**src/rtl/wwkc_pkg.sv**
```systemverilog
// Shared types and constants for the whole-word keyword counter.
package wwkc_pkg;

    typedef enum logic [1:0] {
        OP_KEY    = 2'd0,
        OP_TEXT   = 2'd1,
        OP_FINISH = 2'd2,
        OP_IGNORE = 2'd3
    } t_op;

    typedef enum logic [2:0] {
        S_IDLE,
        S_MATCH,
        S_ENDW,
        S_REPORT,
        S_FIN_RD,
        S_FIN_CHK,
        S_FIN_END
    } t_state;

    localparam logic       KIND_LINE = 1'b0;
    localparam logic       KIND_BEST = 1'b1;
    localparam int         MAX_OUT   = 32;
    localparam logic [7:0] COUNT_MAX = 8'd255;
    localparam logic [7:0] CASE_GAP  = 8'd32;
    localparam logic [7:0] CH_LO_A   = 8'h61;
    localparam logic [7:0] CH_LO_Z   = 8'h7a;
    localparam logic [7:0] CH_UP_A   = 8'h41;
    localparam logic [7:0] CH_UP_Z   = 8'h5a;
    localparam logic [4:0] IDX_OVER  = 5'd31;

    // controller -> datapath
    typedef struct packed {
        logic kw_write;
        logic latch_text;
        logic letter_skip;
        logic match_step;
        logic end_word;
        logic report;
        logic fin_start;
        logic fin_step;
        logic fin_close;
    } t_cmd;

    // datapath -> controller
    typedef struct packed {
        logic in_letter;
        logic word_full;
        logic last_q;
        logic out_free;
        logic fin_done;
        logic fin_hit;
        logic fin_pend;
    } t_sts;

endpackage

```
**src/rtl/wwkc_ctrl.sv**
```systemverilog
// Sequencing state machine for the whole-word keyword counter.
module wwkc_ctrl (
    input  logic          i_clk,
    input  logic          i_rst_n,
    input  logic          i_valid,
    input  logic [1:0]    i_opcode,
    input  logic          i_last,
    output logic          o_ready,
    input  wwkc_pkg::t_sts i_sts,
    output wwkc_pkg::t_cmd o_cmd
);
    wwkc_pkg::t_state r_state;
    wwkc_pkg::t_state n_state;
    wwkc_pkg::t_op    op;
    logic             take;

    assign op      = wwkc_pkg::t_op'(i_opcode);
    assign o_ready = (r_state == wwkc_pkg::S_IDLE);
    assign take    = i_valid && o_ready;

    always_ff @(posedge i_clk) begin
        if (!i_rst_n) begin
            r_state <= wwkc_pkg::S_IDLE;
        end else begin
            r_state <= n_state;
        end
    end

    always_comb begin
        n_state = r_state;
        case (r_state)
            wwkc_pkg::S_IDLE: begin
                if (take) begin
                    case (op)
                        wwkc_pkg::OP_TEXT: begin
                            if (!i_sts.in_letter) begin
                                n_state = wwkc_pkg::S_ENDW;
                            end else if (!i_sts.word_full) begin
                                n_state = wwkc_pkg::S_MATCH;
                            end else if (i_last) begin
                                n_state = wwkc_pkg::S_ENDW;
                            end
                        end
                        wwkc_pkg::OP_FINISH: n_state = wwkc_pkg::S_FIN_RD;
                        default:             n_state = wwkc_pkg::S_IDLE;
                    endcase
                end
            end
            wwkc_pkg::S_MATCH:
                n_state = i_sts.last_q ? wwkc_pkg::S_ENDW : wwkc_pkg::S_IDLE;
            wwkc_pkg::S_ENDW:
                n_state = i_sts.last_q ? wwkc_pkg::S_REPORT : wwkc_pkg::S_IDLE;
            wwkc_pkg::S_REPORT: begin
                if (i_sts.out_free) n_state = wwkc_pkg::S_IDLE;
            end
            wwkc_pkg::S_FIN_RD:
                n_state = i_sts.fin_done ? wwkc_pkg::S_FIN_END : wwkc_pkg::S_FIN_CHK;
            wwkc_pkg::S_FIN_CHK: begin
                if (!(i_sts.fin_hit && i_sts.fin_pend && !i_sts.out_free))
                    n_state = wwkc_pkg::S_FIN_RD;
            end
            wwkc_pkg::S_FIN_END: begin
                if (!(i_sts.fin_pend && !i_sts.out_free)) n_state = wwkc_pkg::S_IDLE;
            end
            default: n_state = wwkc_pkg::S_IDLE;
        endcase
    end

    always_comb begin
        o_cmd = '0;
        case (r_state)
            wwkc_pkg::S_IDLE: begin
                if (take) begin
                    case (op)
                        wwkc_pkg::OP_KEY:    o_cmd.kw_write = 1'b1;
                        wwkc_pkg::OP_TEXT: begin
                            o_cmd.latch_text  = 1'b1;
                            o_cmd.letter_skip = i_sts.in_letter && i_sts.word_full;
                        end
                        wwkc_pkg::OP_FINISH: o_cmd.fin_start = 1'b1;
                        default:             o_cmd = '0;
                    endcase
                end
            end
            wwkc_pkg::S_MATCH:  o_cmd.match_step = 1'b1;
            wwkc_pkg::S_ENDW:   o_cmd.end_word = 1'b1;
            wwkc_pkg::S_REPORT: o_cmd.report = i_sts.out_free;
            wwkc_pkg::S_FIN_CHK:
                o_cmd.fin_step = !(i_sts.fin_hit && i_sts.fin_pend && !i_sts.out_free);
            wwkc_pkg::S_FIN_END:
                o_cmd.fin_close = !(i_sts.fin_pend && !i_sts.out_free);
            default: o_cmd = '0;
        endcase
    end
endmodule

```
**config.mk**
```make
export PLATFORM = sky130hd
export DESIGN_NAME = wwkc_ctrl
export DESIGN_NICKNAME = d
export VERILOG_FILES = /design/src/rtl/wwkc_pkg.sv /design/src/rtl/wwkc_ctrl.sv
export SDC_FILE = /design/constraint.sdc
export NUM_CORES = 1
export LEC_CHECK = 0
export BUFFER_PORTS_ARGS = -buffer_cell sky130_fd_sc_hd__buf_2
export CAP_MARGIN = 10
export CORE_AREA = 2 2 39 41
export DETAILED_ROUTE_END_ITERATION = 16
export DIE_AREA = 0 0 41 43
export PLACE_DENSITY_LB_ADDON = 0.12
export REMOVE_ABC_BUFFERS = 1
export SLEW_MARGIN = 20
export SYNTH_ARGS = -nofsm -noshare
export SYNTH_HDL_FRONTEND = slang
export SYNTH_SLANG_ARGS = --single-unit
```
**constraint.sdc**
```tcl
create_clock -name i_clk -period 3.6 [get_ports i_clk]
set_input_delay 0.18 -clock i_clk [delete_from_list [all_inputs] [get_ports i_clk]]
set_output_delay 0.18 -clock i_clk [all_outputs]
set_load 0.03 [all_outputs]
```
# [Word-level counts from Yosys, hierarchy flattened]
# Cells that the tools add are included.
[totals] reg_bits=3 latchBits=0 ramBits=0 mem_bits_ro=0 input_bits=13 out_inout_bits=10 word_cells=48 n_memories=0
[classes] n_addsub=0 n_mul=0 div=0 magnitude_cmp=0 eq_ne=13 shifts=0 n_mux=23 bitwise=0 reduce_logical=11
[op_table] operator="3-bit two-way mux" count=8
[op_table] operator="3-bit one-hot mux with 7 select lines" count=1
[op_table] operator="1-bit one-hot mux with 2 select lines" count=5
[op_table] operator="3-bit equality test, second input constant" count=3
[op_table] operator="9-bit two-way mux" count=1
[op_table] operator="2-bit two-way mux" count=4
[op_table] operator="3-bit by 2-bit equality test with 1-bit output, second input constant" count=2
[op_table] operator="2-bit != test, second input constant" count=3
[op_table] operator="3-bit one-hot mux with 2 select lines" count=1
[op_table] operator="1-bit logical AND" count=5
[op_table] operator="5-bit != test, second input constant" count=1
[op_table] operator="5-bit AND reduction" count=1
[op_table] operator="3-bit by 1-bit equality test with 1-bit output, second input constant" count=1
[op_table] operator="1-bit zero test" count=3
[op_table] operator="3-bit zero test" count=1
[op_table] operator="1-bit two-way mux" count=3
[op_table] operator="2-bit by 1-bit equality test with 1-bit output, second input constant" count=1
[op_table] operator="2-bit equality test, second input constant" count=1
[op_table] operator="2-bit zero test" count=1
[op_table] operator="2-bit by 1-bit != test with 1-bit output, second input constant" count=1

# [Logic depth before layout (Yosys ltp)]
[logic_depth] depth_word=6 depth_mapped=6 depth_no_buf=6

# [Least setup slack after synthesis]
# Ideal clock, no wire load.
[synth_timing] path_type="reg2out" from="reg r_state[1]" to="out o_cmd[6] (netlist name)" arrival_ps=1995 t_required_ps=3420 path_slack_ps=1425 path_stages_with_launch=4 n_path_buf=0 cell_sequence="dfxtp_1 -> nor3_1 -> and3_1 -> and3_1"
[synth_rtl] item="start: declaration" line="wwkc_ctrl.sv:12" text="wwkc_pkg::t_state r_state;"
[synth_rtl] item="start signal: assignment" line="wwkc_ctrl.sv:23" text="r_state <= wwkc_pkg::S_IDLE;"
[synth_rtl] item="start signal: assignment" line="wwkc_ctrl.sv:25" text="r_state <= n_state;"
[synth_rtl] item="end: declaration" line="wwkc_ctrl.sv:10" text="output wwkc_pkg::t_cmd o_cmd"

==> metrics.yaml <==
synth-seq-cells: 3
clkSinkCount: 3
hold_depth: 3
synth_top_cell_area_share_pct: 13.9
slowest_delay_ns: 0.43
drc: 0
slew_viol_final: 0
io_buffers: 22
cp-end-kind: "output pin"
power.density_nw_per_um2: 273
hold_path.class: "input port to flip-flop"
die_w_um: 41
period_needed_ns: 1.78
layout-drive-gt1-share_pct: 36.3
placed_area_um2: 559
cp_common_cell: "and3_1"
overflow: 0
finalHoldViolCount: 0
cp_max_fo: 13
p_leak_uw: 0.000287
hold_end: "r_state[0]"
status: "completed"
p_int_uw: 103
final_area_um2: 586
hpwl_um: 787
clkTransAtPathRegs_ns: 0.04
via_per_inst: 4.84
r2r-start: "r_state[0]"
cp.arrival_ns: 1.60
seqPwrFrac_pct: 27.6
die-area_um2: 1760
cts_tree: "yes"
ios: 23
post-cts-setup-buffers: 0
antenna_cells: 0
core_um2: 1380
holdWs_ns: 0.246
drt_first_pass_iters: 4
cts_resized: 0
dp_cells: 92
place_congestion: 0.697
drtAntennaViolNets: 0
rows: 14
r2r_end: "r_state[2]"
syn-cell-area_um2: 452
wl_per_cell_um: 10.4
cts_inserted_buffers: 3
clkPwrFrac_pct: 36.8
top_regs: "r_state x3"
setup_viol: 0
drtIter0Drc: 10
die_h_um: 43
cts-root-buf: "clkbuf_4"
swShare_pct: 35.8
vias: 465
final_core_util_pct: 42.3
routed_wl_mm: 1.00
fmax_mhz: 563
fin_nets: 99
regMostFlops: "r_state"
largest_register_ffs: 3
fin_cells: 96
syn_inst: 57
syn_area_per_cell_um2: 7.92
grtUsageTotal_pct: 12.8
slew_headroom_pct: 68.3
r2r_slack_ns: 2.08
initial_core_util_pct: 32.6
grt_max_degree: 17
hold_buffers: 0
vdd_ir_drop_max_uv: 83.8
yosysTopAreaCell: "ha_1"
synth_cell_types: 26
yosysSeqAreaShare_pct: 13.3
areaGrowthSynthToFinish_pct: 29.6
slowest_stage: "dfxtp_1"
antenna_found_initial: 0
mostFrequentLayoutCell: "buf_2"
finalSetupTns_ns: 0
grt_pass1_wl_mm: 1.59
post-route-period-util_pct: 49.4
cts.path.max_buffers: 2
required_ns: 3.42
rr_worst_depth: 4
yosysWarnings: 0
grt_pass1_vias: 406
tightest_slew_ns: 0.474
p_sw_uw: 57.4
rsz0062_at_grt: "no"
yosys-top-cells-area: "ha_1 (14%), dfxtp_1 (13%), mux2i_1 (6.6%)"
cap_viol_max_count: 0
comb_power_share_pct: 35.6
min_from: "i_rst_n"
clkLatencyLatePin_ns: 0.23
layout_common_cells: "buf_2 (22), nand2_1 (5), ha_1 (5)"
ctsHtreeMaxLevel: 1
crit_type: "flip-flop to output pin"
fin_worst_skew_ns: 0.00148
crit_chain: "nor3_1 -> and3_1 -> and3_1 -> buf_2"
worstSetupStartpointType: "flip-flop"
[power groups by stage]
stage,logic (µW),registers (µW),clock network [µW]
final,57.0,44.2,58.9
after global routing,63.3,45.1,66.8
after CTS,57.7,44.2,61.7
after detailed placement,57.7,44.7,0
after global placement,57.6,44.8,0
after floorplan,39.5,42.2,0
[worst max-delay path, delay by kind of cell (launching register included)]
kind | cells | cell delay (ns)
AND/OR/NAND/NOR | 3 | 0.75
flip-flops | 1 | 0.43
buffers and inverters | 1 | 0.19
[cell type report]
| class | count | area (µm²) |
|---|---|---|
| fillers | 159 | 798 |
| multi-input cells | 48 | 358 |
| repair buffers | 22 | 110 |
| flip-flops and latches | 3 | 60.1 |
| clock buffers | 4 | 26.3 |
| well taps | 16 | 20.0 |
| inverters | 3 | 11.3 |
[Yosys cell counts, drive strengths merged]
library cell,count
and4bb,1
ha,5
o21ai,3
inv,3
dfxtp,3
nor3,2
nor2b,2
a21boi,1
a211o,1
and3,4
a221oi,1
nor3b,4
nand4bb,1
mux2i,3
nor4b,1
a31o,1
a211oi,1
buf,2
a21oi,3
nand2,5
nand2b,3
nand3b,3
clkbuf,1
nand4b,1
nor2,2
[worst max-delay path by stage]
stage	startpoint	to	slack [ns]	depth (start not counted)
after floorplan	r_state[1]	o_cmd[6]	1.32	3
after CTS	r_state[1]	o_cmd[6]	1.81	4
after global placement	r_state[1]	r_state[1]	2.04	4
after detailed placement	r_state[1]	r_state[1]	2.05	4
final	r_state[1]	o_cmd[6]	1.82	4
after global routing	r_state[0]	o_cmd[6]	1.63	4
[per-stage QoR]
stage | setup WS (ns) | total power [µW]
2_1_floorplan | 1.32 | 81.7
3_3_place_gp | 2.04 | 102
3_5_place_dp | 2.05 | 102
4_1_cts | 1.81 | 164
5_1_grt | 1.63 | 175
6_report | 1.82 | 160
[metal layers]
metal | GRT usage, % | routed length (µm) | vias up
li1 | - | - | 253
met4 | 8.00 | 0 | 0
met3 | 1.57 | 45 | 0
met5 | 0 | 0 | -
met1 | 16.3 | 494 | 198
met2 | 19.4 | 461 | 14
[cells by family after synthesis]
family / after synthesis / share of synthesized area, %
compound gates: 11 / 17.5
fa+ha+maj: 5 / 13.9
buf+inv: 6 / 7.48
flops: 3 / 13.3
mux: 3 / 6.65
simple gates: 29 / 41.3
Power figures use the tool's default switching activity.
